File: src/hw/rtl/assert_macros.svh
// ---------------------------------------------------------------------------
// assertion macros for the clipper rtl, included by phc_back
// ---------------------------------------------------------------------------
`ifndef ASSERT_MACROS_SVH
`define ASSERT_MACROS_SVH
`ifndef ASSERT_OFF
// property must hold at every clock edge out of reset
`define ASSERT_AT(lbl, clk, rstn, prop) \
    lbl: assert property (@(posedge clk) disable iff (!rstn) prop) \
        else $error("clipper assertion failed");
// condition must never be seen at a clock edge out of reset
`define ASSERT_NEVER(lbl, clk, rstn, cond) \
    lbl: assert property (@(posedge clk) disable iff (!rstn) !(cond)) \
        else $error("clipper forbidden condition seen");
`else
`define ASSERT_AT(lbl, clk, rstn, prop)
`define ASSERT_NEVER(lbl, clk, rstn, cond)
`endif
`endif

File: src/hw/rtl/phc_pkg.sv
// ---------------------------------------------------------------------------
// phc_pkg
// types, constants and helpers shared by the half-space clipper modules
// ---------------------------------------------------------------------------
package phc_pkg;

    localparam int CW    = 32;           // coordinate width
    localparam int FB    = 16;           // fraction bits
    localparam int TW    = 16;           // tolerance width
    localparam int MW    = 2 * CW + 3;   // dot product accumulator width
    localparam int DW    = MW - FB;      // distance width
    localparam int CMW   = DW + 1;       // divisor magnitude width
    localparam int RW    = DW + 3;       // partial remainder width
    localparam int IW    = 3;            // register index width
    localparam int QW    = CW + 1;       // quotient and dividend width
    localparam int DIV_STEPS = QW;

    localparam logic [CW-1:0] NORMAL_Z_RESET = CW'(64'd1 << FB);
    localparam logic [TW-1:0] TOL_RESET      = TW'((64'd1 << FB) / 100);

    typedef enum logic [IW-1:0] {
        REG_PLANE_X  = 3'd0,
        REG_PLANE_Y  = 3'd1,
        REG_PLANE_Z  = 3'd2,
        REG_NORMAL_X = 3'd3,
        REG_NORMAL_Y = 3'd4,
        REG_NORMAL_Z = 3'd5,
        REG_TOL      = 3'd6
    } reg_idx_t;

    typedef logic signed [CW-1:0] coord_t;
    typedef logic signed [DW-1:0] dist_t;

    typedef struct packed {
        coord_t x;
        coord_t y;
        coord_t z;
    } vec_t;

    typedef struct packed {
        coord_t vertex_x;
        coord_t vertex_y;
        coord_t vertex_z;
        logic   closes_polygon;
    } in_t;

    typedef struct packed {
        coord_t out_x;
        coord_t out_y;
        coord_t out_z;
        logic   is_crossing;
        logic   vertex_valid;
        logic   run_last;
        logic   polygon_end;
    } out_t;

    // work still to be done for one classified vertex
    typedef struct packed {
        logic marker;
        logic cross_close;
        logic keep;
        logic cross_prev;
    } steps_t;

    typedef struct packed {
        vec_t   cur_v;
        dist_t  cur_d;
        vec_t   prv_v;
        dist_t  prv_d;
        vec_t   fst_v;
        dist_t  fst_d;
        steps_t steps;
        logic   closing;
    } job_t;

    typedef enum logic [1:0] {
        F_IDLE,
        F_MUL,
        F_CLASS
    } front_state_t;

    typedef enum logic [2:0] {
        B_IDLE,
        B_PICK,
        B_SETUP,
        B_ABS,
        B_DIV,
        B_EMIT
    } back_state_t;

    function automatic dist_t tol_dist(logic [TW-1:0] tol);
        return dist_t'({{(DW-TW){1'b0}}, tol});
    endfunction

    function automatic logic is_below(dist_t d, logic [TW-1:0] tol);
        return d < -tol_dist(tol);
    endfunction

    function automatic logic is_above(dist_t d, logic [TW-1:0] tol);
        return d > tol_dist(tol);
    endfunction

    function automatic logic crosses(dist_t dp, dist_t dc, logic [TW-1:0] tol);
        return (is_below(dp, tol) && is_above(dc, tol))
            || (is_below(dc, tol) && is_above(dp, tol));
    endfunction

    function automatic coord_t lane_of(vec_t v, int k);
        coord_t r;
        case (k)
            0:       r = v.x;
            1:       r = v.y;
            default: r = v.z;
        endcase
        return r;
    endfunction

endpackage

File: src/hw/rtl/phc_front.sv
// ---------------------------------------------------------------------------
// phc_front
// takes vertices, forms the plane distance and classifies each vertex
// ---------------------------------------------------------------------------
module phc_front
    import phc_pkg::*;
(
    input  logic            clk,
    input  logic            rst_n,
    input  logic            push,
    output logic            full,
    input  in_t             item,
    input  logic            write_enable,
    input  logic [IW-1:0]   write_index,
    input  logic [CW-1:0]   write_data,
    output job_t            job,
    output logic            job_push,
    input  logic            job_full
);

    front_state_t           state_reg, state_next;
    logic [1:0]             cnt_reg;
    vec_t                   plane_reg, normal_reg;
    logic [TW-1:0]          tol_reg;
    vec_t                   cur_reg, first_reg, prior_reg;
    logic                   closing_reg;
    dist_t                  fdist_reg, pdist_reg;
    logic                   have_first_reg;
    logic signed [2*CW:0]   prod_reg;
    logic signed [MW-1:0]   acc_reg;

    logic signed [CW:0]     mul_a;
    coord_t                 mul_b;
    logic signed [2*CW:0]   mul_p;
    logic                   accept;
    dist_t                  cur_d;
    steps_t                 steps;

    assign accept = push && !full;
    assign full   = (state_reg != F_IDLE);

    // configuration registers
    always_ff @(posedge clk or negedge rst_n)
    begin
        if (!rst_n)
        begin
            plane_reg  <= '0;
            normal_reg <= '{x: '0, y: '0, z: NORMAL_Z_RESET};
            tol_reg    <= TOL_RESET;
        end
        else if (write_enable)
        begin
            case (reg_idx_t'(write_index))
                REG_PLANE_X:  plane_reg.x  <= write_data;
                REG_PLANE_Y:  plane_reg.y  <= write_data;
                REG_PLANE_Z:  plane_reg.z  <= write_data;
                REG_NORMAL_X: normal_reg.x <= write_data;
                REG_NORMAL_Y: normal_reg.y <= write_data;
                REG_NORMAL_Z: normal_reg.z <= write_data;
                REG_TOL:      tol_reg      <= write_data[TW-1:0];
                default:      ;
            endcase
        end
    end

    // one coordinate term of the dot product per cycle
    always_comb
    begin
        case (cnt_reg)
            2'd0:
            begin
                mul_a = $signed({cur_reg.x[CW-1], cur_reg.x})
                      - $signed({plane_reg.x[CW-1], plane_reg.x});
                mul_b = normal_reg.x;
            end
            2'd1:
            begin
                mul_a = $signed({cur_reg.y[CW-1], cur_reg.y})
                      - $signed({plane_reg.y[CW-1], plane_reg.y});
                mul_b = normal_reg.y;
            end
            default:
            begin
                mul_a = $signed({cur_reg.z[CW-1], cur_reg.z})
                      - $signed({plane_reg.z[CW-1], plane_reg.z});
                mul_b = normal_reg.z;
            end
        endcase
        mul_p = mul_a * mul_b;
    end

    // classification of the finished distance
    always_comb
    begin
        cur_d = dist_t'(acc_reg[MW-1:FB]);
        job.cur_v   = cur_reg;
        job.cur_d   = cur_d;
        job.prv_v   = prior_reg;
        job.prv_d   = pdist_reg;
        job.fst_v   = have_first_reg ? first_reg : cur_reg;
        job.fst_d   = have_first_reg ? fdist_reg : cur_d;
        job.closing = closing_reg;
        steps.cross_prev  = have_first_reg && crosses(pdist_reg, cur_d, tol_reg);
        steps.keep        = !is_below(cur_d, tol_reg);
        steps.cross_close = closing_reg && crosses(cur_d, job.fst_d, tol_reg);
        steps.marker      = closing_reg && !steps.cross_prev && !steps.keep
                         && !steps.cross_close;
        job.steps = steps;
    end

    // state machine
    always_ff @(posedge clk or negedge rst_n)
    begin
        if (!rst_n)
            state_reg <= F_IDLE;
        else
            state_reg <= state_next;
    end

    always_comb
    begin
        state_next = state_reg;
        job_push   = 1'b0;
        case (state_reg)
            F_IDLE:
            begin
                if (accept)
                    state_next = F_MUL;
            end
            F_MUL:
            begin
                if (cnt_reg == 2'd3)
                    state_next = F_CLASS;
            end
            F_CLASS:
            begin
                if (!job_full)
                begin
                    job_push   = 1'b1;
                    state_next = F_IDLE;
                end
            end
            default:
                state_next = F_IDLE;
        endcase
    end

    // polygon tracking
    always_ff @(posedge clk or negedge rst_n)
    begin
        if (!rst_n)
            have_first_reg <= 1'b0;
        else if (job_push)
            have_first_reg <= !closing_reg;
    end

    // datapath
    always_ff @(posedge clk)
    begin
        if (accept)
        begin
            cur_reg     <= '{x: item.vertex_x, y: item.vertex_y, z: item.vertex_z};
            closing_reg <= item.closes_polygon;
            cnt_reg     <= 2'd0;
            acc_reg     <= '0;
        end
        else if (state_reg == F_MUL)
        begin
            cnt_reg <= cnt_reg + 2'd1;
            if (cnt_reg != 2'd3)
                prod_reg <= mul_p;
            if (cnt_reg != 2'd0)
                acc_reg <= acc_reg + MW'(prod_reg);
        end
        if (job_push)
        begin
            prior_reg <= cur_reg;
            pdist_reg <= cur_d;
            if (!have_first_reg)
            begin
                first_reg <= cur_reg;
                fdist_reg <= cur_d;
            end
        end
    end

endmodule

File: config.mk
export PLATFORM = sky130hd
export DESIGN_NAME = phc_front
export DESIGN_NICKNAME = d
export VERILOG_FILES = /design/src/hw/rtl/assert_macros.svh /design/src/hw/rtl/phc_pkg.sv /design/src/hw/rtl/phc_front.sv
export SDC_FILE = /design/constraint.sdc
export NUM_CORES = 2
export LEC_CHECK = 0
export BUFFER_PORTS_ARGS = -buffer_cell sky130_fd_sc_hd__buf_4
export CAP_MARGIN = 20
export CORE_MARGIN = 2
export CORE_UTILIZATION = 40
export CTS_CLUSTER_SIZE = 14
export DETAILED_ROUTE_END_ITERATION = 10
export GPL_TIMING_DRIVEN = 0
export PLACE_DENSITY_LB_ADDON = 0.2
export RECOVER_POWER = 50
export SKIP_LAST_GASP = 1
export SYNTH_ARGS = -nofsm -noshare
export SYNTH_HDL_FRONTEND = slang
export SYNTH_SLANG_ARGS = --single-unit
export TNS_END_PERCENT = 1
File: constraint.sdc
create_clock -name clk -period 31.3 [get_ports clk]
set_input_delay 3.13 -clock clk [delete_from_list [all_inputs] [get_ports clk]]
set_output_delay 3.13 -clock clk [all_outputs]
set_load 0.03 [all_outputs]
## Yosys cells after proc, flatten, opt, wreduce, memory -nomap -nowiden

Cells that the tools add are included.

| storage, ports and cells | value |
|---|---|
| logic and storage cells | 94 |
| memories kept | 0 |
| register bits after elaboration | 736 |
| bits in writable memories | 0 |
| bits of input ports | 137 |
| output and inout bits | 448 |
| ROM bits | 0 |
| bits in latches | 0 |

| operators by class | value |
|---|---|
| divide/modulo/power cells | 0 |
| $add $sub $neg | 6 |
| bitwise operators | 1 |
| multiplexer cells | 10 |
| shift operators | 0 |
| reductions and logical operators | 32 |
| equality and inequality tests | 14 |
| magnitude comparators | 6 |
| multiply operators | 1 |

Operator list:

| operator | count |
|---|---|
| 51-bit by 17-bit greater-than comparator with 1-bit output | 3 |
| 51-bit less-than comparator | 3 |
| 32-bit by 32-bit subtractor with 33-bit output | 3 |
| 96-bit two-way mux | 1 |
| 67-bit by 65-bit adder with 67-bit output | 1 |
| 33-bit one-hot mux with 2 select lines | 1 |
| 33-bit by 32-bit multiplier with 65-bit output | 1 |
| 32-bit one-hot mux with 2 select lines | 1 |
| 51-bit two-way mux | 1 |
| 16-bit negation with 51-bit output | 1 |
| 2-bit AND reduction | 8 |
| 1-bit logical AND | 10 |
| 3-bit == test (second input constant) | 3 |
| 2-bit inequality test (second input constant) | 4 |
| 3-bit by 2-bit == test with 1-bit output (second input constant) | 2 |
| 2-bit two-way mux | 3 |
| 2-bit one-hot mux with 3 select lines | 1 |
| 3-bit AND reduction | 2 |
| 1-bit zero test | 5 |
| 2-bit by 1-bit == test with 1-bit output (second input constant) | 2 |
| 2-bit == test (second input constant) | 2 |
| 2-bit zero test | 2 |
| 2-bit nonzero test | 2 |
| 3-bit by 1-bit == test with 1-bit output (second input constant) | 1 |
| 5 further kinds | 7 |

## Logic depth before layout (Yosys ltp)

| logic depth | value |
|---|---|
| depth in word-level cells | 9 |
| mapped depth | 46 |
| mapped depth without buffers | 44 |

## Least setup slack after synthesis

OpenSTA, ideal clock, no wires.

| timing | value |
|---|---|
| path kind | in2out |
| from | input port job_full |
| to | output port job_push |
| arrival time | 24,878 ps |
| cell stages on the path | 1 |
| path buffers | 0 |
| path slack | 3,292 ps |
| cells stage by stage | nor3b_1 |

| on the way | value |
|---|---|
| cells in the longest elaborated chain, start to end | 2 |

RTL lines:

| item | line | RTL |
|---|---|---|
| start: declaration | phc_front.sv:18 | `input logic job_full` |
| 1-bit two-way mux | phc_front.sv:137 | `if (!job_full)` |
| 1-bit two-way mux | phc_front.sv:124 | `case (state_reg)` |
| end: declaration | phc_front.sv:17 | `output logic job_push,` |

No other way between the ends.

## Final worst setup path

| timing | value |
|---|---|
| from | register cur_reg (netlist bit job[350]) |
| to | register prod_reg[63] (data pin) |

| on the way | value |
|---|---|
| cells in the longest elaborated chain, start to end | 3 |

RTL lines:

| item | line | RTL |
|---|---|---|
| start: declaration | phc_front.sv:25 | `vec_t cur_reg, first_reg, prior_reg;` |
| start signal: assignment | phc_front.sv:162 | `cur_reg <= '{x: item.vertex_x, y: item.vertex_y, z: item.vertex_z};` |
| 32-bit by 32-bit subtractor with 33-bit output | phc_front.sv:85 | `- $signed({plane_reg.z[CW-1], plane_reg.z});` |
| 33-bit one-hot mux with 2 select lines | phc_front.sv:69 | `case (cnt_reg)` |
| 33-bit by 32-bit multiplier with 65-bit output | phc_front.sv:89 | `mul_p = mul_a * mul_b;` |
| via mul_p[63] | phc_front.sv:34 | `logic signed [2*CW:0] mul_p;` |
| end signal: assignment | phc_front.sv:171 | `prod_reg <= mul_p;` |
| end: declaration | phc_front.sv:29 | `logic signed [2*CW:0] prod_reg;` |

The timed path passes the listed nets, and every way through them passes these cells.
A chain may end at the register's enable or synchronous reset.

==> run metrics <==
min-delay src acc_reg[5]; Avg Inst Size Synth 9.942 sq um; post-synthesis cell area roughly 0.077 sq mm; Relative slew margins -301.5%; Via density 5.474; worst-path maximum fanout 10; post-route cell area approximately 0.089 sq mm; post-CTS setup buffers 0; fraction of registers with async set/reset roughly 29%; Setup Skew 0.06993 ns; WHS Path Cells 2; register bit count reported by yosys 736; FF-to-FF Start job[350]; Post-route DRC 0; port buffer count 582; starting density of the core 40.17%; Synth top area share 28.94%; Post-Layout Cell Count 11,126; Area Overhead vs Synth 14.87%; max reg flops 192; Hold Buf Count CTS 0; commonest non-fill, non-tap cell in the layout inv_1; worst skew pair latency around 0.74 ns; std cell rows 161; Detailed Place HPWL ~240,000 um; Crit Reg-Reg Endpoint prod_reg[63]; number of synthesized flops with an enable pin between 400 and 500; final worst slack around 16 ns; share of layout cells above drive strength 1 about an eighth; Vias between 60,000 and 70,000; post-route antenna net violation count 0; number of placed I/O pins 585; # clock sinks 736; vias in the first global route 63,325; critical setup path kind flip-flop to flip-flop; largest net degree at the start of global routing 108; GR Util All Layers between 20% and 30%; Worst Tran Pin Value about 6 ns; first-pass GRT wire length 422,900 um; Synth warnings 0; Net Count, Synth 9,569; dpl ws 16.20 ns; initial antenna violation count 13; status finished with violations; period utilization 49.13%; die height 443.3 um; FF-to-FF setup slack 15.92 ns; fmax 65.03 MHz; commonest cells after routing, fill and taps aside 1,381 x inv_1, 1,116 x fa_1, 894 x nand2_1; Core ar. 0.1922 sq mm; grt ovf 0; Max Transition Viols Final 331; most used cell, CP fa_1; Max-Cap Viols 6; CTS HTree Levels 3; min cycle time layout 15.38 ns; Startpoint Class flip-flop; critical path's slowest cell fa_1; biggest area consumer among synthesized cells fa_1; Primary FF master, synth edfxtp_1; CTS Buffer Depth 3; worst hold path class flip-flop to flip-flop; hold path endpoint acc_reg[5]; setup violators final 0; die area 0.1965 sq mm; synth unique cells 95; CP Capture Type flip-flop; Final Hold Vio Count 0; Post-DP Area 0.08580 sq mm; clk root buf clkbuf_16; RSZ-0062 raised after global routing no; final WL 289,200 um; sequential area share after synthesis 26.38%; first-pass iteration count of the detailed router 8; Crit path largest cell delay 1.15 ns; WP data required 31.59 ns; CTS tree built; Layout Nets roughly 10,000; Synth Instances around 7,800; post-DR wirelength/cell 25.99 um; R2R depth 39; GPL Wtd Cong roughly 1; Num CTS Buffers 85; placed insts 10,952; Area contributors post-synth fa_1 29%, edfxtp_1 18%, ha_1 8.9%; First DRT Iteration DRCs 4,966; violated checks max-capacitance violations, max-slew violations; crit path DAT 15.67 ns; Reg clk slew, reported paths 0.06 ns; # resized after CTS 0; chip width 443.3 um
cell usage after synthesis, drive strengths merged (49+ instances only):
cell type / number
nand2: 894
a21oi: 298
nor2b: 60
buf: 84
nand4: 76
xnor2: 142
clkbuf: 279
nor3: 49
nand2b: 63
o21a: 52
xor2: 64
nand3: 60
fa: 1116
nor4: 49
dfrtp: 204
a21o: 154
mux2: 254
ha: 551
dfxtp: 69
inv: 1382
o21ai: 274
nor2: 646
edfxtp: 456
and2: 49
cell families after synthesis:
| logic type | synth area share [%] |
|---|---|
| xor+xnor | 2.337 |
| mux | 3.783 |
| compound gates | 9.209 |
| flops | 26.38 |
| buf+inv | 8.820 |
| fa+ha+maj | 37.87 |
| simple gates | 11.60 |
stage by stage:
step                util (%)  setup TNS [ns]  hold slack, ns
floorplan                  -               0          0.4356
global placement       44.09        -1524.31          0.4445
detailed placement     44.65               0          0.4511
CTS                    46.18               0          0.4583
global route           46.14               0          0.4811
finish                 46.14               0          0.4631
cell type report:
| cell class | instances | area, sq um |
|---|---|---|
| clock buffers | 109 | 2287 |
| multi-input cells | 5278 | 50230 |
| well taps | 2526 | 3161 |
| repair buffers | 675 | 5159 |
| fillers | 18485 | 103500 |
| flip-flops and latches | 736 | 20360 |
| inverters | 1388 | 5210 |
| plain buffers | 363 | 1599 |
| diodes | 1 | 2.502 |
| clock inverters | 50 | 664.4 |
per-layer routing:
layer | global-route usage, % | vias up | share of wire (%)
met3 | 6.115 | 651 | 8.2
met1 | 37.32 | 31041 | 40
met5 | 0 | - | 0.0083
met4 | 15.92 | 4 | 6.5
met2 | 47.13 | 2590 | 46
li1 | - | 26618 | -
worst max path at each step:
stage / start / end / slack [ns] / depth (start not counted)
final: job[350] / prod_reg[63] / 15.92 / 39
after global placement: job_full / job_push / -9.50 / 3
after floorplan: job_full / job_push / 3.29 / 1
after detailed placement: job[350] / prod_reg[63] / 16.20 / 39
after CTS: job[350] / prod_reg[63] / 16.10 / 39
after global routing: job[350] / prod_reg[63] / 15.53 / 39
worst max-delay path, delay by kind of cell, from the launching register on:
family,cells,cell delay [ns]
fa+ha+maj,11,6.18
compound gates,10,3.41
simple gates,10,2.10
buf+inv,7,1.75
xor+xnor,1,1.02
flops,1,0.46
Power is not shown: default switching activity piles up to over one toggle a cycle in this logic, so the estimate is an artifact.
