### src/hw/rtl/assert_macros.svh
// ---------------------------------------------------------------------------
// assertion macros for the clipper rtl, included by phc_back
// ---------------------------------------------------------------------------
`ifndef ASSERT_MACROS_SVH
`define ASSERT_MACROS_SVH
`ifndef ASSERT_OFF
// property must hold at every clock edge out of reset
`define ASSERT_AT(lbl, clk, rstn, prop) \
    lbl: assert property (@(posedge clk) disable iff (!rstn) prop) \
        else $error("clipper assertion failed");
// condition must never be seen at a clock edge out of reset
`define ASSERT_NEVER(lbl, clk, rstn, cond) \
    lbl: assert property (@(posedge clk) disable iff (!rstn) !(cond)) \
        else $error("clipper forbidden condition seen");
`else
`define ASSERT_AT(lbl, clk, rstn, prop)
`define ASSERT_NEVER(lbl, clk, rstn, cond)
`endif
`endif

### src/hw/rtl/phc_pkg.sv
// ---------------------------------------------------------------------------
// phc_pkg
// types, constants and helpers shared by the half-space clipper modules
// ---------------------------------------------------------------------------
package phc_pkg;

    localparam int CW    = 32;           // coordinate width
    localparam int FB    = 16;           // fraction bits
    localparam int TW    = 16;           // tolerance width
    localparam int MW    = 2 * CW + 3;   // dot product accumulator width
    localparam int DW    = MW - FB;      // distance width
    localparam int CMW   = DW + 1;       // divisor magnitude width
    localparam int RW    = DW + 3;       // partial remainder width
    localparam int IW    = 3;            // register index width
    localparam int QW    = CW + 1;       // quotient and dividend width
    localparam int DIV_STEPS = QW;

    localparam logic [CW-1:0] NORMAL_Z_RESET = CW'(64'd1 << FB);
    localparam logic [TW-1:0] TOL_RESET      = TW'((64'd1 << FB) / 100);

    typedef enum logic [IW-1:0] {
        REG_PLANE_X  = 3'd0,
        REG_PLANE_Y  = 3'd1,
        REG_PLANE_Z  = 3'd2,
        REG_NORMAL_X = 3'd3,
        REG_NORMAL_Y = 3'd4,
        REG_NORMAL_Z = 3'd5,
        REG_TOL      = 3'd6
    } reg_idx_t;

    typedef logic signed [CW-1:0] coord_t;
    typedef logic signed [DW-1:0] dist_t;

    typedef struct packed {
        coord_t x;
        coord_t y;
        coord_t z;
    } vec_t;

    typedef struct packed {
        coord_t vertex_x;
        coord_t vertex_y;
        coord_t vertex_z;
        logic   closes_polygon;
    } in_t;

    typedef struct packed {
        coord_t out_x;
        coord_t out_y;
        coord_t out_z;
        logic   is_crossing;
        logic   vertex_valid;
        logic   run_last;
        logic   polygon_end;
    } out_t;

    // work still to be done for one classified vertex
    typedef struct packed {
        logic marker;
        logic cross_close;
        logic keep;
        logic cross_prev;
    } steps_t;

    typedef struct packed {
        vec_t   cur_v;
        dist_t  cur_d;
        vec_t   prv_v;
        dist_t  prv_d;
        vec_t   fst_v;
        dist_t  fst_d;
        steps_t steps;
        logic   closing;
    } job_t;

    typedef enum logic [1:0] {
        F_IDLE,
        F_MUL,
        F_CLASS
    } front_state_t;

    typedef enum logic [2:0] {
        B_IDLE,
        B_PICK,
        B_SETUP,
        B_ABS,
        B_DIV,
        B_EMIT
    } back_state_t;

    function automatic dist_t tol_dist(logic [TW-1:0] tol);
        return dist_t'({{(DW-TW){1'b0}}, tol});
    endfunction

    function automatic logic is_below(dist_t d, logic [TW-1:0] tol);
        return d < -tol_dist(tol);
    endfunction

    function automatic logic is_above(dist_t d, logic [TW-1:0] tol);
        return d > tol_dist(tol);
    endfunction

    function automatic logic crosses(dist_t dp, dist_t dc, logic [TW-1:0] tol);
        return (is_below(dp, tol) && is_above(dc, tol))
            || (is_below(dc, tol) && is_above(dp, tol));
    endfunction

    function automatic coord_t lane_of(vec_t v, int k);
        coord_t r;
        case (k)
            0:       r = v.x;
            1:       r = v.y;
            default: r = v.z;
        endcase
        return r;
    endfunction

endpackage

### src/hw/rtl/phc_back.sv
// ---------------------------------------------------------------------------
// phc_back
// runs the queued steps: crossings through a three-lane divider, then results
// ---------------------------------------------------------------------------
`include "assert_macros.svh"
module phc_back
    import phc_pkg::*;
(
    input  logic clk,
    input  logic rst_n,
    input  job_t q_job,
    input  logic q_empty,
    output logic q_pop,
    output out_t result,
    output logic empty,
    input  logic pop
);

    back_state_t            state_reg, state_next;
    job_t                   job_reg;
    steps_t                 pend_reg;
    logic                   sel_close_reg;
    logic                   emit_cross_reg, emit_valid_reg;
    vec_t                   emit_v_reg;
    vec_t                   pv_reg;
    logic signed [CW:0]     diff_reg [3];
    logic signed [DW:0]     den_reg;
    logic                   dpneg_reg;
    logic [DW-1:0]          b_reg;
    logic [CMW-1:0]         c_reg;
    logic [QW-1:0]          a_reg [3];
    logic [QW-1:0]          q_reg [3];
    logic [CMW-1:0]         r_reg [3];
    logic                   neg_reg [3];
    logic [5:0]             cnt_reg;
    out_t                   out_reg;
    logic                   out_full_reg;

    logic                   load_out;
    logic                   div_done;
    logic                   start_cross, close_sel;
    steps_t                 pend_clear;
    vec_t                   op_pv, op_cv;
    dist_t                  op_dp, op_dc;
    logic [RW-1:0]          r2 [3];
    logic [RW-1:0]          c1, c2;
    logic [CMW-1:0]         r_step [3];
    logic [QW-1:0]          q_step [3];
    logic [QW:0]            x_lane [3];
    out_t                   out_d;

    assign empty    = !out_full_reg;
    assign result   = out_reg;
    assign div_done = (cnt_reg == 6'(DIV_STEPS - 1));

    // operand selection for the edge being cut
    always_comb
    begin
        op_pv = sel_close_reg ? job_reg.cur_v : job_reg.prv_v;
        op_dp = sel_close_reg ? job_reg.cur_d : job_reg.prv_d;
        op_cv = sel_close_reg ? job_reg.fst_v : job_reg.cur_v;
        op_dc = sel_close_reg ? job_reg.fst_d : job_reg.cur_d;
    end

    // one quotient digit (0, 1 or 2) per lane and cycle; remainder stays below the divisor
    always_comb
    begin
        c1 = RW'(c_reg);
        c2 = RW'(c_reg) << 1;
        for (int k = 0; k < 3; k++)
        begin
            r2[k] = (RW'(r_reg[k]) << 1) + (a_reg[k][QW-1] ? RW'(b_reg) : '0);
            if (r2[k] >= c2)
            begin
                r_step[k] = CMW'(r2[k] - c2);
                q_step[k] = (q_reg[k] << 1) + QW'(2);
            end
            else if (r2[k] >= c1)
            begin
                r_step[k] = CMW'(r2[k] - c1);
                q_step[k] = (q_reg[k] << 1) + QW'(1);
            end
            else
            begin
                r_step[k] = CMW'(r2[k]);
                q_step[k] = q_reg[k] << 1;
            end
        end
    end

    // result assembly
    always_comb
    begin
        for (int k = 0; k < 3; k++)
        begin
            if (neg_reg[k])
                x_lane[k] = (QW+1)'($signed(lane_of(pv_reg, k))) + (QW+1)'(q_reg[k]);
            else
                x_lane[k] = (QW+1)'($signed(lane_of(pv_reg, k))) - (QW+1)'(q_reg[k]);
        end
        if (emit_cross_reg)
        begin
            out_d.out_x = x_lane[0][CW-1:0];
            out_d.out_y = x_lane[1][CW-1:0];
            out_d.out_z = x_lane[2][CW-1:0];
        end
        else
        begin
            out_d.out_x = emit_v_reg.x;
            out_d.out_y = emit_v_reg.y;
            out_d.out_z = emit_v_reg.z;
        end
        out_d.is_crossing  = emit_cross_reg;
        out_d.vertex_valid = emit_valid_reg;
        out_d.run_last     = (pend_reg == '0);
        out_d.polygon_end  = (pend_reg == '0) && job_reg.closing;
    end

    // state machine
    always_ff @(posedge clk or negedge rst_n)
    begin
        if (!rst_n)
            state_reg <= B_IDLE;
        else
            state_reg <= state_next;
    end

    always_comb
    begin
        state_next  = state_reg;
        q_pop       = 1'b0;
        load_out    = 1'b0;
        start_cross = 1'b0;
        close_sel   = 1'b0;
        pend_clear  = '0;
        case (state_reg)
            B_IDLE:
            begin
                if (!q_empty)
                begin
                    q_pop      = 1'b1;
                    state_next = B_PICK;
                end
            end
            B_PICK:
            begin
                if (pend_reg.cross_prev)
                begin
                    pend_clear.cross_prev = 1'b1;
                    start_cross = 1'b1;
                    state_next  = B_SETUP;
                end
                else if (pend_reg.keep)
                begin
                    pend_clear.keep = 1'b1;
                    state_next = B_EMIT;
                end
                else if (pend_reg.cross_close)
                begin
                    pend_clear.cross_close = 1'b1;
                    start_cross = 1'b1;
                    close_sel   = 1'b1;
                    state_next  = B_SETUP;
                end
                else if (pend_reg.marker)
                begin
                    pend_clear.marker = 1'b1;
                    state_next = B_EMIT;
                end
                else
                    state_next = B_IDLE;
            end
            B_SETUP:
                state_next = B_ABS;
            B_ABS:
                state_next = B_DIV;
            B_DIV:
            begin
                if (div_done)
                    state_next = B_EMIT;
            end
            B_EMIT:
            begin
                if (!out_full_reg || pop)
                begin
                    load_out   = 1'b1;
                    state_next = B_PICK;
                end
            end
            default:
                state_next = B_IDLE;
        endcase
    end

    // result register
    always_ff @(posedge clk or negedge rst_n)
    begin
        if (!rst_n)
            out_full_reg <= 1'b0;
        else if (load_out)
            out_full_reg <= 1'b1;
        else if (pop)
            out_full_reg <= 1'b0;
    end

    always_ff @(posedge clk)
    begin
        if (load_out)
            out_reg <= out_d;
    end

    // step bookkeeping and divider datapath
    always_ff @(posedge clk)
    begin
        if (q_pop)
        begin
            job_reg  <= q_job;
            pend_reg <= q_job.steps;
        end
        else if (state_reg == B_PICK)
        begin
            pend_reg       <= pend_reg & ~pend_clear;
            sel_close_reg  <= close_sel;
            emit_cross_reg <= start_cross;
            emit_valid_reg <= !pend_clear.marker;
            emit_v_reg     <= pend_clear.marker ? '0 : job_reg.cur_v;
        end
        if (state_reg == B_SETUP)
        begin
            pv_reg    <= op_pv;
            den_reg   <= $signed({op_dc[DW-1], op_dc}) - $signed({op_dp[DW-1], op_dp});
            dpneg_reg <= op_dp[DW-1];
            b_reg     <= op_dp[DW-1] ? DW'(-op_dp) : DW'(op_dp);
            for (int k = 0; k < 3; k++)
                diff_reg[k] <= (CW+1)'(lane_of(op_cv, k)) - (CW+1)'(lane_of(op_pv, k));
        end
        if (state_reg == B_ABS)
        begin
            c_reg   <= den_reg[DW] ? CMW'(-den_reg) : CMW'(den_reg);
            cnt_reg <= '0;
            for (int k = 0; k < 3; k++)
            begin
                a_reg[k]   <= diff_reg[k][CW] ? QW'(-diff_reg[k]) : QW'(diff_reg[k]);
                neg_reg[k] <= diff_reg[k][CW] ^ dpneg_reg ^ den_reg[DW];
                r_reg[k]   <= '0;
                q_reg[k]   <= '0;
            end
        end
        if (state_reg == B_DIV)
        begin
            cnt_reg <= cnt_reg + 6'd1;
            for (int k = 0; k < 3; k++)
            begin
                a_reg[k] <= a_reg[k] << 1;
                r_reg[k] <= r_step[k];
                q_reg[k] <= q_step[k];
            end
        end
    end

    // checks
    `ASSERT_AT(a_out_no_overwrite, clk, rst_n, load_out |-> (!out_full_reg || pop))
    `ASSERT_AT(a_rem_below_div, clk, rst_n, (state_reg == B_DIV) |-> (r_reg[0] < c_reg))
    `ASSERT_AT(a_marker_ends, clk, rst_n, (out_full_reg && !out_reg.vertex_valid) |-> out_reg.polygon_end)
    `ASSERT_NEVER(a_pop_on_empty, clk, rst_n, q_pop && q_empty)

endmodule

### config.mk
export PLATFORM = sky130hd
export DESIGN_NAME = phc_back
export DESIGN_NICKNAME = d
export VERILOG_FILES = /design/src/hw/rtl/phc_pkg.sv /design/src/hw/rtl/phc_back.sv
export VERILOG_INCLUDE_DIRS = /design/src /design/src/hw/rtl
export SDC_FILE = /design/constraint.sdc
export NUM_CORES = 2
export LEC_CHECK = 0
export BUFFER_PORTS_ARGS = -buffer_cell sky130_fd_sc_hd__buf_2
export CAP_MARGIN = 10
export CORE_UTILIZATION = 68
export CTS_BUF_LIST = sky130_fd_sc_hd__clkbuf_16
export CTS_CLUSTER_DIAMETER = 150
export DETAILED_ROUTE_END_ITERATION = 8
export PLACE_DENSITY = 0.92
export SETUP_SLACK_MARGIN = 0.15
export SKIP_LAST_GASP = 1
export SYNTH_ARGS = -nofsm -noshare
export SYNTH_HDL_FRONTEND = slang
export SYNTH_SLANG_ARGS = --single-unit
### constraint.sdc
create_clock -name clk -period 155.1 [get_ports clk]
set_input_delay 46.53 -clock clk [delete_from_list [all_inputs] [get_ports clk]]
set_output_delay 46.53 -clock clk [all_outputs]
set_load 0.01 [all_outputs]
Yosys cells after proc, flatten, opt, wreduce, memory -nomap -nowiden. Memories as Yosys holds them, arrays and structs flattened. Index checks and enable logic that the tools add are counted.

Mux-type cells: 82. Add/subtract/negate cells: 31. Bitwise operators: 18. Magnitude comparators: 6. Reductions and logical operators: 11. Div/mod/pow operators: 0. Shift-type cells: 0. Multipliers: 0. Equal/unequal tests: 9.

Operators with widths (count): two-way mux 33 bit (15); two-way mux 32 bit (15); two-way mux 52 bit (9); subtractor 52 bit (6); two-way mux 51 bit (6); two-way mux 96 bit (3); adder 53 x 51 -> 54 bit (3); >= comparator 54 x 52 -> 1 bit (3); >= comparator 54 x 53 -> 1 bit (3); adder 33 x 1 -> 33 bit, second input constant (3); adder 33 x 2 -> 33 bit, second input constant (3); negation 33 bit (3); subtractor 32 x 32 -> 33 bit (3); adder 32 bit (3); subtractor 32 bit (3); negation 52 bit (1); subtractor 51 x 51 -> 52 bit (1); negation 51 bit (1); two-way mux 50 bit (1); two-way mux 3 bit (8); two-way mux 1 bit (18); case mux 3 bit (6 select lines) (1); two-way mux 4 bit (3); two-way mux 6 bit (2); other kinds (20) (40).

Output and inout port bits: 102. Register bits after elaboration: 907. Bits in latches: 0. Word-level logic and storage cells: 204. Memories kept: 5. ROM bits: 0. Input bits: 450. Memory bits (writable): 456.

Memory list: r_reg (words 3, bits a word 52, read ports 3, clocked after memory_dff 0, wr ports 3, line phc_back.sv:33) `logic [CMW-1:0] r_reg [3];`; a_reg (words 3, bits a word 33, read ports 3, clocked after memory_dff 0, wr ports 3, line phc_back.sv:31) `logic [QW-1:0] a_reg [3];`; diff_reg (words 3, bits a word 33, read ports 3, clocked after memory_dff 0, wr ports 3, line phc_back.sv:26) `logic signed [CW:0] diff_reg [3];`; q_reg (words 3, bits a word 33, read ports 3, clocked after memory_dff 0, wr ports 3, line phc_back.sv:32) `logic [QW-1:0] q_reg [3];`; neg_reg (words 3, bits a word 1, read ports 3, clocked after memory_dff 0, wr ports 3, line phc_back.sv:34) `logic neg_reg [3];`.

Logic depth before layout (Yosys ltp).
Depth after elaboration: 9. Depth in mapped cells: 33. Depth with buffers taken out: 29.

Worst setup path before layout. No wires, ideal clock.

Kind: input port to output port. Start: input port q_empty. End: output port q_pop. Stages: 1. Buffers on the path: 0. Required time: 108.570 ns. Arrival time: 88.599 ns. Path slack: 19.971 ns. Cell sequence: nor4_1.

Cells in the longest elaborated chain, start to end: 2.

Ends and longest elaborated chain: from (decl) (line phc_back.sv:12) `input logic q_empty,`; two-way mux 1 bit (line phc_back.sv:139) `if (!q_empty)`; two-way mux 1 bit (line phc_back.sv:136) `case (state_reg)`; to (decl) (line phc_back.sv:13) `output logic q_pop,`.

Every way passes these cells.

Final worst setup path. Ends and elaborated chain as after synthesis.

==> impl_metrics.ini <==
[yosys]
avgSynthCellArea_um2 = 10.2
ys_seq_area_share_pct = 43.0
synth.most_common_cell = edfxtp_1
synth_cells = 9312
syn_area_mm2 = 0.0950
synth_area_leaders = edfxtp_1 (43%), ha_1 (9.4%), xnor2_1 (5.2%)
yosysTopAreaCellShare_pct = 42.9
ys_seq_elements = 1360
yosys-top-cells-count = edfxtp_1 (1356), a21oi_1 (789), ha_1 (715)
synth-async-reset-ratio_pct = 0.294
synth_edf_count = 1356
ys.flop_type = edfxtp_1
yosysWarnings = 0
yosys.area.top_type = edfxtp_1
yosysUniqueCellTypes = 95
syn_nets = 10500

[clock_network]
cts_hold_buf = 0
clkSinkCount = 1360
cts_root_buf = clkbuf_16
ctsLongestPathBuffers = 3
numCtsBuffers = 147
tritoncts = yes
path_clk_slew_ps = 60
insertion_delay_ps = 840
postCtsSetupRepairBufs = 0
cts_resized = 0
htree_levels = 4

[worst_setup_path]
cp_slowest_cell = buf_4
cp-start-kind = input port
cp.arrival_ps = 47820
cpMostUsedCell = buf_2
crit_buf_inv = 3
cp_max_fo = 57
critPathTopFamily = buffers and inverters
required_ps = 108570
r2r-start = a_reg[0][32]$_DFFE_PP_
worst_setup_path_end_kind = primary output
crit_path_start = q_empty
path_cells = buf_2 > nor4_2 > buf_4 > buf_2
path_class = input port to primary output
slowest_delay_ps = 680

[timing]
max_slew_margin_pct = 14.8
rsz0062_at_grt = false
fin_setup_tns_ps = 0
period_share_pct = 60.8
final-hold-violation-count = 0
worst_pin_slew_ps = 1270
fin_skew_ps = 60.5
slew_viol_final = 0
fmax_ghz = 0.0106
setup_viol = 0
period_needed_ps = 94350

[detailed_routing]
first_pass_iters = 9
route.met2.wl_mm = 136
wirelength_mm = 298
drt_iter0_markers = 10500
highest_layer = met5
wire_per_inst_um = 25.3
wl_met3_mm = 31.3
vias_per_cell = 6.82
ant_nets = 0
m1WireLength_mm = 112
drc_errors = 12
vias = 80300

[final_layout]
drive_gt1_share_pct = 11.8
largest_reg_flops = 442
fin_nets = 11000
area_growth_pct = 10.0
regArea_mm2 = 0.0408
fill_cells = 8680
multi_input_area_mm2 = 0.0516

[global_route]
grt_pass1_wl_mm = 449
grt_use_total_pct = 41.1
grt-ovfl-total = 0
grt_max_degree = 170
first_global_vias = 77700
antenna_found_initial = 14

[floorplan]
io_pins = 552
fp-row-count = 136
die_h_um = 376
die_w_um = 376
core_mm2 = 0.138
die_area_mm2 = 0.141
start_util_pct = 68.9

[run_status]
status = finished with violations
violations = design-rule violations

[min_path]
min_from = den_reg[0]$_DFFE_PP_
hold_class = flip-flop to flip-flop

[placement]
port_buffers = 551
place.gp.congestion = 1.02
place_hpwl_mm = 213

[job]
drv_cap = 0
[layer usage]
layer	GRT usage (%)	vias to the layer above
met5	0	-
met4	22.9	4
met3	7.86	1183
met2	65.6	5510
met1	52.9	37800
li1	-	35800
[worst reg2reg max path: cells and delay by family, from the launching register on]
family | cells | cell delay, ps
buffers and inverters | 4 | 1390
xor gates and xnor gates | 1 | 240
and+or+nand+nor | 8 | 3130
DFF | 1 | 330
AOI/OAI and AO/OA | 10 | 3180
muxes | 1 | 450
adders and majority gates | 3 | 1050
[final timing paths]
path	slack (ps)	to	cells past startpoint
min in group asynchronous	45500	state_reg[0]$_DFFE_PN0P_	1
min reg2reg	490	c_reg[0]$_DFFE_PP_	0
max in group asynchronous	109450	state_reg[2]$_DFFE_PN0P_	1
max reg2reg	145070	r_reg[0][14]$_SDFFCE_PN0P_	27
min	490	c_reg[0]$_DFFE_PP_	0
max	60750	q_pop	4
[area by class of cell]
type	count	share of cell area, %
tap	1863	2.23
antenna	13	0.0311
timing repair buffer	624	3.23
clock buffer	148	3.54
multi-input combinational	7229	49.3
sequential	1360	39.0
inverter	410	1.47
clock inverter	121	1.12
[cell families (layout without fill, tap and decap cells)]
kind of cell	after synthesis	count (layout)	synth area share (%)
xor gates and xnor gates	911	911	8.40
muxes	475	475	5.30
DFF	1360	1360	43.0
AOI/OAI and AO/OA	2653	2653	17.8
and+or+nand+nor	2459	2459	12.9
adders and majority gates	731	731	9.75
buffers and inverters	723	1303	2.91
other	0	13	0
[cell usage in the layout, fill, tap and decap left out, types with 28 or more instances in the layout]
| master | instances |
|---|---|
| or4_1 | 48 |
| clkinv_2 | 28 |
| a211oi_1 | 74 |
| mux2_2 | 222 |
| xor2_1 | 347 |
| a31oi_1 | 123 |
| xnor2_1 | 563 |
| nand2b_1 | 105 |
| o211ai_1 | 58 |
| edfxtp_1 | 1356 |
| or3_1 | 72 |
| mux2i_1 | 252 |
| a21o_1 | 372 |
| o21ai_0 | 568 |
| nand3_1 | 171 |
| o21bai_1 | 102 |
| and2_1 | 193 |
| clkbuf_16 | 148 |
| a21oi_1 | 789 |
| buf_2 | 551 |
| o22ai_1 | 32 |
| nor2_1 | 554 |
| and3_1 | 102 |
| inv_1 | 435 |
| ha_1 | 715 |
| nor4_1 | 40 |
| buf_4 | 67 |
| nand2_1 | 622 |
| nand4_1 | 94 |
| nor3_1 | 141 |
| o21a_1 | 109 |
| nor2b_1 | 186 |
| o31ai_1 | 76 |
| or2_2 | 35 |
[metrics by stage]
step,cells,setup WS (ps),util [%],cell area (um^2),hold slack [ps]
2_1_floorplan,9312,19970,-,95000,400
3_3_place_gp,11500,60850,72.2,99600,433
3_5_place_dp,11500,60850,72.2,99600,446
4_1_cts,11800,60780,75.7,105000,481
5_1_grt,11800,60730,75.7,105000,489
6_report,11800,60750,75.8,105000,486
Power is left out: the tool's default activity adds up to more than one toggle a clock period on the data nets, which glitch-free logic cannot reach.
