## src/hw/rtl/assert_macros.svh

```systemverilog
// ---------------------------------------------------------------------------
// assertion macros for the clipper rtl, included by phc_back
// ---------------------------------------------------------------------------
`ifndef ASSERT_MACROS_SVH
`define ASSERT_MACROS_SVH
`ifndef ASSERT_OFF
// property must hold at every clock edge out of reset
`define ASSERT_AT(lbl, clk, rstn, prop) \
    lbl: assert property (@(posedge clk) disable iff (!rstn) prop) \
        else $error("clipper assertion failed");
// condition must never be seen at a clock edge out of reset
`define ASSERT_NEVER(lbl, clk, rstn, cond) \
    lbl: assert property (@(posedge clk) disable iff (!rstn) !(cond)) \
        else $error("clipper forbidden condition seen");
`else
`define ASSERT_AT(lbl, clk, rstn, prop)
`define ASSERT_NEVER(lbl, clk, rstn, cond)
`endif
`endif

```

## src/hw/rtl/phc_pkg.sv

```systemverilog
// ---------------------------------------------------------------------------
// phc_pkg
// types, constants and helpers shared by the half-space clipper modules
// ---------------------------------------------------------------------------
package phc_pkg;

    localparam int CW    = 32;           // coordinate width
    localparam int FB    = 16;           // fraction bits
    localparam int TW    = 16;           // tolerance width
    localparam int MW    = 2 * CW + 3;   // dot product accumulator width
    localparam int DW    = MW - FB;      // distance width
    localparam int CMW   = DW + 1;       // divisor magnitude width
    localparam int RW    = DW + 3;       // partial remainder width
    localparam int IW    = 3;            // register index width
    localparam int QW    = CW + 1;       // quotient and dividend width
    localparam int DIV_STEPS = QW;

    localparam logic [CW-1:0] NORMAL_Z_RESET = CW'(64'd1 << FB);
    localparam logic [TW-1:0] TOL_RESET      = TW'((64'd1 << FB) / 100);

    typedef enum logic [IW-1:0] {
        REG_PLANE_X  = 3'd0,
        REG_PLANE_Y  = 3'd1,
        REG_PLANE_Z  = 3'd2,
        REG_NORMAL_X = 3'd3,
        REG_NORMAL_Y = 3'd4,
        REG_NORMAL_Z = 3'd5,
        REG_TOL      = 3'd6
    } reg_idx_t;

    typedef logic signed [CW-1:0] coord_t;
    typedef logic signed [DW-1:0] dist_t;

    typedef struct packed {
        coord_t x;
        coord_t y;
        coord_t z;
    } vec_t;

    typedef struct packed {
        coord_t vertex_x;
        coord_t vertex_y;
        coord_t vertex_z;
        logic   closes_polygon;
    } in_t;

    typedef struct packed {
        coord_t out_x;
        coord_t out_y;
        coord_t out_z;
        logic   is_crossing;
        logic   vertex_valid;
        logic   run_last;
        logic   polygon_end;
    } out_t;

    // work still to be done for one classified vertex
    typedef struct packed {
        logic marker;
        logic cross_close;
        logic keep;
        logic cross_prev;
    } steps_t;

    typedef struct packed {
        vec_t   cur_v;
        dist_t  cur_d;
        vec_t   prv_v;
        dist_t  prv_d;
        vec_t   fst_v;
        dist_t  fst_d;
        steps_t steps;
        logic   closing;
    } job_t;

    typedef enum logic [1:0] {
        F_IDLE,
        F_MUL,
        F_CLASS
    } front_state_t;

    typedef enum logic [2:0] {
        B_IDLE,
        B_PICK,
        B_SETUP,
        B_ABS,
        B_DIV,
        B_EMIT
    } back_state_t;

    function automatic dist_t tol_dist(logic [TW-1:0] tol);
        return dist_t'({{(DW-TW){1'b0}}, tol});
    endfunction

    function automatic logic is_below(dist_t d, logic [TW-1:0] tol);
        return d < -tol_dist(tol);
    endfunction

    function automatic logic is_above(dist_t d, logic [TW-1:0] tol);
        return d > tol_dist(tol);
    endfunction

    function automatic logic crosses(dist_t dp, dist_t dc, logic [TW-1:0] tol);
        return (is_below(dp, tol) && is_above(dc, tol))
            || (is_below(dc, tol) && is_above(dp, tol));
    endfunction

    function automatic coord_t lane_of(vec_t v, int k);
        coord_t r;
        case (k)
            0:       r = v.x;
            1:       r = v.y;
            default: r = v.z;
        endcase
        return r;
    endfunction

endpackage

```

## src/hw/rtl/phc_queue.sv

```systemverilog
// ---------------------------------------------------------------------------
// phc_queue
// short queue of classified vertices between front and back
// ---------------------------------------------------------------------------
module phc_queue
    import phc_pkg::*;
(
    input  logic clk,
    input  logic rst_n,
    input  logic wr,
    input  job_t wr_job,
    output logic full,
    input  logic rd,
    output job_t rd_job,
    output logic empty
);

    job_t       slot_reg [2];
    logic       wptr_reg, rptr_reg;
    logic [1:0] count_reg;

    assign full   = (count_reg == 2'd2);
    assign empty  = (count_reg == 2'd0);
    assign rd_job = slot_reg[rptr_reg];

    // pointers and fill level
    always_ff @(posedge clk or negedge rst_n)
    begin
        if (!rst_n)
        begin
            wptr_reg  <= 1'b0;
            rptr_reg  <= 1'b0;
            count_reg <= 2'd0;
        end
        else
        begin
            if (wr)
                wptr_reg <= !wptr_reg;
            if (rd)
                rptr_reg <= !rptr_reg;
            if (wr && !rd)
                count_reg <= count_reg + 2'd1;
            else if (rd && !wr)
                count_reg <= count_reg - 2'd1;
        end
    end

    // storage
    always_ff @(posedge clk)
    begin
        if (wr)
            slot_reg[wptr_reg] <= wr_job;
    end

endmodule

```

## config.mk

```make
export PLATFORM = sky130hd
export DESIGN_NAME = phc_queue
export DESIGN_NICKNAME = d
export VERILOG_FILES = /design/src/hw/rtl/assert_macros.svh /design/src/hw/rtl/phc_pkg.sv /design/src/hw/rtl/phc_queue.sv
export SDC_FILE = /design/constraint.sdc
export NUM_CORES = 1
export LEC_CHECK = 0
export ABC_AREA = 0
export BUFFER_PORTS_ARGS = -buffer_cell sky130_fd_sc_hd__buf_2
export CAP_MARGIN = 0
export CORE_MARGIN = 2
export CORE_UTILIZATION = 25
export DETAILED_ROUTE_END_ITERATION = 6
export PLACE_DENSITY_LB_ADDON = 0.2
export SLEW_MARGIN = 10
export SYNTH_ARGS = -nofsm -noshare
export SYNTH_HDL_FRONTEND = slang
export SYNTH_SLANG_ARGS = --single-unit
export TNS_END_PERCENT = 30
```

## constraint.sdc

```tcl
create_clock -name clk -period 55.9 [get_ports clk]
set_clock_uncertainty 0.15 [all_clocks]
set_input_delay 8.385 -clock clk [delete_from_list [all_inputs] [get_ports clk]]
set_output_delay 8.385 -clock clk [all_outputs]
set_load 0.05 [all_outputs]
```

=== Word level (Yosys, flattened, before mapping) ===
Memory sizes are Yosys's and may differ from the RTL's.
Cells that the tools add are included.

* RAM bits: 892
* Register bits after elaboration: 4
* Word-level logic and storage cells: 19
* Memories kept: 1

* Muxes and demuxes: 4
* Reduce and logical (&&, ||, !) cells: 8
* $add $sub $neg: 2
* Eq/ne operators: 1

{| class="wikitable"
|+ Memory list
! name !! words !! bits a word !! read ports !! clocked after Yosys merged registers in !! write ports !! RTL line !! text
|-
| slot_reg || 2 || 446 || 1 || 0 || 1 || phc_queue.sv:18 || <nowiki>job_t slot_reg [2];</nowiki>
|}

{| class="wikitable"
|+ Operator list
! kind !! count
|-
| $logic_not 1->1 || 4
|-
| $mux 2 || 2
|-
| $add 2x1->2 const B || 1
|-
| $eq 2x2->1 const B || 1
|-
| $logic_and 1x1->1 || 2
|-
| $logic_not 2->1 || 1
|-
| $mux 1 || 2
|-
| $reduce_bool 2->1 || 1
|-
| $sub 2x1->2 const B || 1
|}

=== Logic depth before layout (Yosys ltp) ===
Gate-level depths: netlist (run 1).

* Depth in word-level cells: 4
* Mapped depth: 5

=== Least setup slack after synthesis (run 1) ===
No wires, ideal clock.

* Path type: input port to flip-flop
* Start point: in wr
* End point: mem slot_reg[0][0] (netlist name) (enable)
* Data arrival time: 27516 ps
* Setup slack: 26916 ps
* Library setup time: 1318 ps
* Required time: 54432 ps
* Stages on the path: 1
* Path through: nor2b_1

* Word-level cells in the longest chain between the ends: 2

{| class="wikitable"
|+ Ends and longest elaborated chain
! element !! RTL line !! text
|-
| start: declaration || phc_queue.sv:10 || <nowiki>input logic wr,</nowiki>
|-
| $mux 1 || phc_queue.sv:51 || <nowiki>if (wr)</nowiki>
|-
| $mux 1 (not written as such) || phc_queue.sv:52 || <nowiki>slot_reg[wptr_reg] <= wr_job;</nowiki>
|-
| end: declaration || phc_queue.sv:18 ||
|}

Every way passes these cells.

==> run summary, run 1 <==
first-pass GRT wire length - 126000 um
insertion delay to the later sink of the worst-skew pair - 0.68 ns
Final Max Slew Viols - 0
H-tree depth - 3
Peak supply drop - 38.8 uV
fin crit period - 13.91 ns
Clk pwr share - 0.233
Slew headroom - 0.256
Routability Congestion - 0.773
CTS buffer count - 100
CTS tree - yes
synthesized cell area - 34600 um^2
Routed WL per cell - 21.2 um
Nets - 2823
setup violators final - 0
register bit count reported by yosys - 896
hold path cells - 1
DRC viols - 0
most frequent cell after synthesis - edfxtp_1
Critical Path Source Type - flip-flop
Post-synth EDFFs - 892
YS warnings - 0
Yosys cell types - 14
cts repair resizes - 0
max FFs per register - 892
CP max stage delay - 0.86 ns
ranking of synthesized cells by area - edfxtp_1, mux2_4, buf_12
sw frac - 0.405
Sink Count - 896
die height - 376 um
Starting Density - 0.252
PD cells - 61.5 nW/um^2
Worst EP required - 47.37 ns
Hold Fails Final Rpt - 0
power share of the combinational group - 0.421
crit path kind - reg -> out
Tot GR Track Use - 0.122
Port Buffers - 897
switching power - 1.09 mW
initial DRC count - 675
DP Worst Slack - 42.57 ns
Lkg Pwr - 17.2 nW
Crit. End Element - primary output
Slew @ Worst Pin - 1.12 ns
setup TNS - 0 ns
post-route setup slack - 41.99 ns
gate count of the mapped netlist - 1404
final worst path period share - 0.249
core area - 137000 um^2
Clock transition at path regs - 0.06 ns
outcome - finished clean
total grt overflow - 0
internal power - 1.60 mW
min-delay worst type - reg -> reg
maxcap violations - 0
vias in the first global route - 18359
top-area cell type share of the netlist area - 0.775
post-synth top area cell - edfxtp_1
Syn Nets - 1855
crit-path most repeated cell - buf_4
initial antenna violation count - 50
Routed Antenna Nets - 0
io pins - 898
CTS root buffer - clkbuf_16
Via Count - 16951
Reg2Reg Depth - 4
Critical Path Slowest Stage Cell - buf_4
die extent in x - 376 um
drt pass-1 iters - 4
sequential share of power - 0.346
Avg Cell Area, Syn - 24.6 um^2
top_reg_cell synth - edfxtp_1
DP Wirelength - 64600 um
Avg Vias per Cell - 3.98
crit path DAT - 5.38 ns
Area Growth Syn to Fin - 26.5%
cts hold-fix bufs - 0
RSZ-0062 raised after global routing - no
post-synthesis sequential area ratio - 0.778
Max Clk Rate - 71.9 MHz
largest net degree at the start of global routing - 157
Total Routed Length - 90200 um
# fillers - 13405
Longest Clk Path Bufs - 3
Post-CTS Setup Inserts - 0
crit-path cells - buf_4 > buf_4 > buf_4 > buf_4 > mux2_4 > buf_2
Die ar. - 141000 um^2
Site Rows - 136
fraction of registers with async set/reset - 0.00446
most common library cells after synthesis - edfxtp_1, mux2_4, buf_12
worst-path fanout max - 51
layout cell share with drive strength beyond 1 - 0.612
-- area by class of cell --
| cell class | instances | area (um^2) | area share |
|---|---|---|---|
| sequential | 896 | 26900 | 0.615 |
| clock inverter | 55 | 445 | 0.0102 |
| multi-input combinational | 457 | 6730 | 0.154 |
| antenna | 14 | 35.0 | 0.000802 |
| clock buffer | 129 | 2680 | 0.0614 |
| tap | 1794 | 2240 | 0.0514 |
| inverter | 1 | 3.75 | 0.0000859 |
| timing repair buffer | 916 | 4670 | 0.107 |
-- per-stage QoR --
stage	hold WS, ns	power, mW	util	std cells	instance area, um^2
global route	0.371	2.80	0.318	4259	43700
finish	0.356	2.69	0.318	4262	43700
global placement	0.329	2.09	0.295	4064	40500
floorplan	0.305	1.98	-	1404	34600
CTS	0.357	2.74	0.318	4248	43700
detailed placement	0.339	2.10	0.295	4064	40500
-- per-layer routing --
layer | vias up | part of all wire | track usage
met1 | 8448 | 0.33 | 0.118
met3 | 220 | 0.11 | 0.0669
met4 | 60 | 0.031 | 0.0436
met5 | - | 0.0043 | 0
met2 | 626 | 0.52 | 0.218
li1 | 7597 | - | -
-- power by group through the flow --
stage,combinational (mW),sequential [mW],clock (mW)
floorplan,0.965,1.02,0
CTS,1.15,0.932,0.652
global placement,1.15,0.941,0
detailed placement,1.15,0.946,0
finish,1.13,0.930,0.625
global route,1.18,0.941,0.676
-- critical path, delay by kind of cell (launching register included) --
| kind | cells | cell delay, ns |
|---|---|---|
| buffers and inverters | 5 | 3.33 |
| flip-flops | 1 | 0.81 |
| multiplexers | 1 | 0.35 |
-- worst paths after layout --
kind                                    from               end  slack [ns]
worst max-delay path                rptr_reg       rd_job[308]       41.99
worst min-delay path            count_reg[1]      count_reg[1]        0.36
worst max register to register      wptr_reg  slot_reg[1][325]       51.58
worst min register to register  count_reg[1]      count_reg[1]        0.36
max in group asynchronous              rst_n          rptr_reg       48.11
min in group asynchronous              rst_n          rptr_reg        7.35
-- cell families after synthesis --
logic type	Yosys count	share of synthesized area
xor+xnor	5	0.00127
fa+ha+maj	1	0.000362
buf+inv	51	0.0274
flops	896	0.778
mux	446	0.192
simple gates	5	0.000761
-- cells in the final DEF, fill, tap and decap left out, types with 3 or more instances in the layout --
cell	netlist	layout
inv_6	0	3
clkinv_1	0	23
dfrtp_1	4	3
clkinv_2	0	15
edfxtp_1	892	892
clkbuf_16	0	101
clkbuf_8	0	5
buf_12	44	3
clkbuf_1	0	23
mux2_2	16	16
buf_2	1	897
mux2_4	430	430
bufinv_16	0	5
buf_4	0	16
xor2_1	4	4
diode_2	0	14
Power figures use the tool's default switching activity.
==> inputs of run 2 (changes only) <==
==> constraint.sdc (replaced) <==
create_clock -name clk -period 11.2 [get_ports clk]
set_clock_uncertainty 0.15 [all_clocks]
set_input_delay 1.68 -clock clk [delete_from_list [all_inputs] [get_ports clk]]
set_output_delay 1.68 -clock clk [all_outputs]
set_load 0.05 [all_outputs]
==> run summary, run 2 (synthesized netlist as in run 1, its figures left out) <==
fin crit period - 5.81 ns
cts hold-fix bufs - 0 (unchanged)
io pins - 898 (unchanged)
DP Wirelength - 59700 um (-7.5%)
initial antenna violation count - 47 (-6.0%)
Sink Count - 896 (unchanged)
# fillers - 13356 (-0.37%)
Max Clk Rate - 172 MHz
Tot GR Track Use - 0.117 (-0.00558)
non-filler cells, final - 4258 (-0.094%)
CP max stage delay - 0.85 ns (about the same)
H-tree depth - 3 (unchanged)
Post-Layout Inst Area - 43800 um^2 (+0.29%)
cell family with most CP delay - buffers and inverters
worst-path fanout max - 113 (+120%)
commonest non-fill, non-tap cell in the layout - buf_2
Overall Power - 13.5 mW (+400%)
Area Growth Syn to Fin - 26.8%
Starting Density - 0.252 (unchanged)
Longest Clk Path Bufs - 3 (unchanged)
core area - 137000 um^2 (unchanged)
Slew @ Worst Pin - 1.16 ns (+0.0412 ns)
dpl cells - 4058 (-0.15%)
CTS buffer count - 99 (-1.0%)
cts repair resizes - 0 (unchanged)
PD cells - 308 nW/um^2 (+400%)
initial DRC count - 680 (+0.74%)
Routed Antenna Nets - 0 (unchanged)
die height - 376 um (unchanged)
Lkg Pwr - 17.2 nW (about the same)
Via Count - 16786 (-0.97%)
Routed WL per cell - 20.2 um (-4.6%)
R2R Setup Slk - 7.70 ns (-43.88 ns)
Avg Vias per Cell - 3.94 (-0.88%)
insertion delay to the later sink of the worst-skew pair - 0.69 ns (about the same)
Critical Path Slowest Stage Cell - buf_4
Area after DPL - 40600 um^2 (about the same)
min-delay worst type - reg -> reg
total grt overflow - 0 (unchanged)
CP bufs+invs - 3 (-2)
RSZ-0062 raised after global routing - no
origin of the critical flop-to-flop path - wptr_reg
largest net degree at the start of global routing - 161 (+2.5%)
Total Routed Length - 86000 um (-4.7%)
Site Rows - 136 (unchanged)
CP Launch Point - rptr_reg
crit path kind - reg -> out
Clock transition at path regs - 0.06 ns (about the same)
vias in the first global route - 18276 (-0.45%)
drt pass-1 iters - 4 (unchanged)
crit-path cells - buf_12 > buf_4 > mux2_4 > buf_2
Routability Congestion - 0.767 (-0.78%)
Slew headroom - 0.228 (-0.0275)
first-pass GRT wire length - 121000 um (-4.0%)
max FFs per register - 892 (unchanged)
crit path DAT - 3.98 ns (-1.40 ns)
Crit. End Element - primary output
outcome - finished clean
Die ar. - 141000 um^2 (unchanged)
Hold Fails Final Rpt - 0 (unchanged)
Post-CTS Setup Inserts - 0 (unchanged)
DRC viols - 0 (unchanged)
Worst EP required - 9.37 ns (-38.00 ns)
Peak supply drop - 154 uV (+300%)
CTS tree - yes
CTS root buffer - clkbuf_16
setup violators final - 0 (unchanged)
die extent in x - 376 um (unchanged)
Port Buffers - 897 (unchanged)
Critical Path Source Type - flip-flop
setup TNS - 0 ns (unchanged)
maxcap violations - 0 (unchanged)
layout cell share with drive strength beyond 1 - 0.613 (about the same)
final worst path period share - 0.519
hold_sp - count_reg[1]
Finished Core Util - 0.319 (+0.000920)
Final Max Slew Viols - 0 (unchanged)
Nets - 2816 (-0.25%)
most frequent cells in the layout - buf_2, edfxtp_1, mux2_4, clkbuf_16, clkinv_1
## run 2: report_power, final
group	internal (mW)	switching, mW	total [mW]
Clock	1.87	1.33	3.20
Sequential	4.46	0.182	4.64
Combinational	1.73	3.93	5.66
Total	8.06	5.44	13.5
## run 2: path summary, 6_finish.rpt
path | cells past startpoint | to
max reg2reg | 3 | slot_reg[1][36]
min | 1 | count_reg[1]
min in group asynchronous | 1 | wptr_reg
max | 4 | rd_job[21]
max in group asynchronous | 1 | rptr_reg
min reg2reg | 1 | count_reg[1]
## run 2: through the flow
stage,setup slack [ns],hold WS (ns)
final,5.39,0.347
after global routing,5.22,0.382
after CTS,5.33,0.348
after detailed placement,6.14,0.337
after global placement,6.22,0.328
after floorplan,-1.45,0.306
## run 2: layout make-up
cell class                 instances  area [um^2]  share of cell area
sequential                       896        26900               0.614
multi-input combinational        457         6730               0.154
timing repair buffer             910         4690               0.107
clock buffer                     119         2570              0.0587
tap                             1794         2240              0.0512
clock inverter                    63          653              0.0149
antenna                           18         45.0             0.00103
inverter                           1         3.75           0.0000856
## run 2: metal layers
metal	track usage	routed length [um]
met5	0	345
met4	0.0414	2460
met3	0.0637	9860
met2	0.206	43700
met1	0.115	29600
==> inputs of run 3 (changes only) <==
==> constraint.sdc (replaced) <==
create_clock -name clk -period 4.7 [get_ports clk]
set_clock_uncertainty 0.15 [all_clocks]
set_input_delay 0.705 -clock clk [delete_from_list [all_inputs] [get_ports clk]]
set_output_delay 0.705 -clock clk [all_outputs]
set_load 0.05 [all_outputs]
==> run summary, run 3 (synthesized netlist as in run 1, its figures left out) <==
setup violators final - 0 (unchanged)
initial DRC count - 705 (+3.7%)
Site Rows - 136 (unchanged)
Slew @ Worst Pin - 0.997 ns (-0.161 ns)
DP Worst Slack - 1.73 ns (-4.41 ns)
DP Wirelength - 62700 um (+5.0%)
die extent in x - 376 um (unchanged)
Area after DPL - 40900 um^2 (+0.75%)
hold path cells - 1 (unchanged)
Avg Vias per Cell - 3.94 (-0.17%)
crit-path cells - buf_12 > mux2_4 > buf_2
# fillers - 13081 (-2.1%)
crit path kind - reg -> out
CP max stage delay - 0.97 ns (+0.12 ns)
Via Count - 18474 (+10%)
die height - 376 um (unchanged)
setup TNS - 0 ns (unchanged)
initial antenna violation count - 11 (-77%)
insertion delay to the later sink of the worst-skew pair - 0.69 ns (about the same)
CP bufs+invs - 2 (-1)
Die ar. - 141000 um^2 (unchanged)
Lkg Pwr - 19.2 nW (+11%)
min-delay worst type - in -> reg
Longest Clk Path Bufs - 3 (unchanged)
CTS buffer count - 99 (unchanged)
Routed WL per cell - 19.0 um (-5.9%)
maxcap violations - 0 (unchanged)
total grt overflow - 0 (unchanged)
drt pass-1 iters - 4 (unchanged)
io pins - 898 (unchanged)
CTS root buffer - clkbuf_16
dpl cells - 4090 (+0.79%)
Crit. End Element - primary output
final worst path period share - 0.774
fin crit period - 3.64 ns
Final Max Slew Viols - 0 (unchanged)
Area Growth Syn to Fin - 39.8%
Starting Density - 0.252 (unchanged)
crit path DAT - 2.78 ns (-1.20 ns)
Worst EP required - 3.85 ns (-5.52 ns)
multi-input logic area - 6730 um^2 (unchanged)
Slew headroom - 0.335 (+0.107)
H-tree depth - 3 (unchanged)
Peak supply drop - 402 uV (+160%)
DRC viols - 0 (unchanged)
worst-path fanout max - 51 (-55%)
core area - 137000 um^2 (unchanged)
outcome - finished clean
CTS tree - yes
Total Routed Length - 89200 um (+3.7%)
Critical Path Slowest Stage Cell - dfrtp_4
max FFs per register - 892 (unchanged)
RSZ-0062 raised after global routing - no
Reg2Reg Depth - 2 (-1)
cts repair resizes - 0 (unchanged)
Finished Core Util - 0.352 (+0.0325)
Critical Path Source Type - flip-flop
PD cells - 677 nW/um^2 (+120%)
CP Depth - 3 (-1)
Nets - 3263 (+16%)
most frequent cells in the layout - buf_2, edfxtp_1, mux2_4, dlygate4sd3_1, clkbuf_16
Max Clk Rate - 275 MHz
Post-Layout Inst Area - 48300 um^2 (+10%)
Port Buffers - 897 (unchanged)
Tot GR Track Use - 0.121 (+0.00442)
Seq. cell area - 26900 um^2 (unchanged)
layout cell share with drive strength beyond 1 - 0.528 (-0.0845)
vias in the first global route - 20198 (+11%)
cell family with most CP delay - flip-flops
final hold slack - 0.0826 ns (-0.264 ns)
Routability Congestion - 0.781 (+1.8%)
commonest non-fill, non-tap cell in the layout - buf_2
largest net degree at the start of global routing - 140 (-13%)
Routed Antenna Nets - 0 (unchanged)
Hold Fails Final Rpt - 0 (unchanged)
Clock transition at path regs - 0.06 ns (about the same)
Overall Power - 32.7 mW (+140%)
Sink Count - 896 (unchanged)
post-route setup slack - 1.06 ns (-4.33 ns)
first-pass GRT wire length - 128000 um (+6.1%)
non-filler cells, final - 4694 (+10%)
## run 3: final cells by class
cell class	count	area share
diodes	6	0.000311
clock buffers	120	0.0534
clock inverters	63	0.0141
inverters	1	0.0000777
multi-input cells	457	0.139
flip-flops and latches	896	0.557
well taps	1794	0.0465
repair buffers	1357	0.189
## run 3: routing by layer
layer,global-route usage,routed length [um],part of all wire
met5,0,40,0.00045
met4,0.0438,2790,0.031
met3,0.0457,7350,0.082
met2,0.219,46400,0.52
met1,0.128,32600,0.37
## run 3: path summary, 6_finish.rpt
| path | endpoint | slack (ns) | startpoint |
|---|---|---|---|
| setup / recovery | rd_job[322] | 1.06 | rptr_reg |
| hold / removal | slot_reg[0][339] | 0.08 | wr_job[339] |
| setup reg to reg | slot_reg[1][181] | 2.37 | wptr_reg |
| hold reg to reg | count_reg[1] | 0.34 | count_reg[1] |
| max in group asynchronous | rptr_reg | 4.04 | rst_n |
| min in group asynchronous | rptr_reg | 0.23 | rst_n |
## run 3: worst reg2reg max path, cell delays in order, from the launching register on
cell and delay (ns):
dfrtp_1 0.42, and2_4 0.80, buf_4 0.57
## run 3: what timing repair did
action,CTS,global route
setup buffers,0,0
hold buffers,415,0
hold endpoints to repair,829,0
## run 3: power by group
group / internal (mW) / total [mW] / switching, mW
Combinational: 4.43 / 13.9 / 9.49
Clock: 4.57 / 7.70 / 3.13
Sequential: 10.6 / 11.0 / 0.450
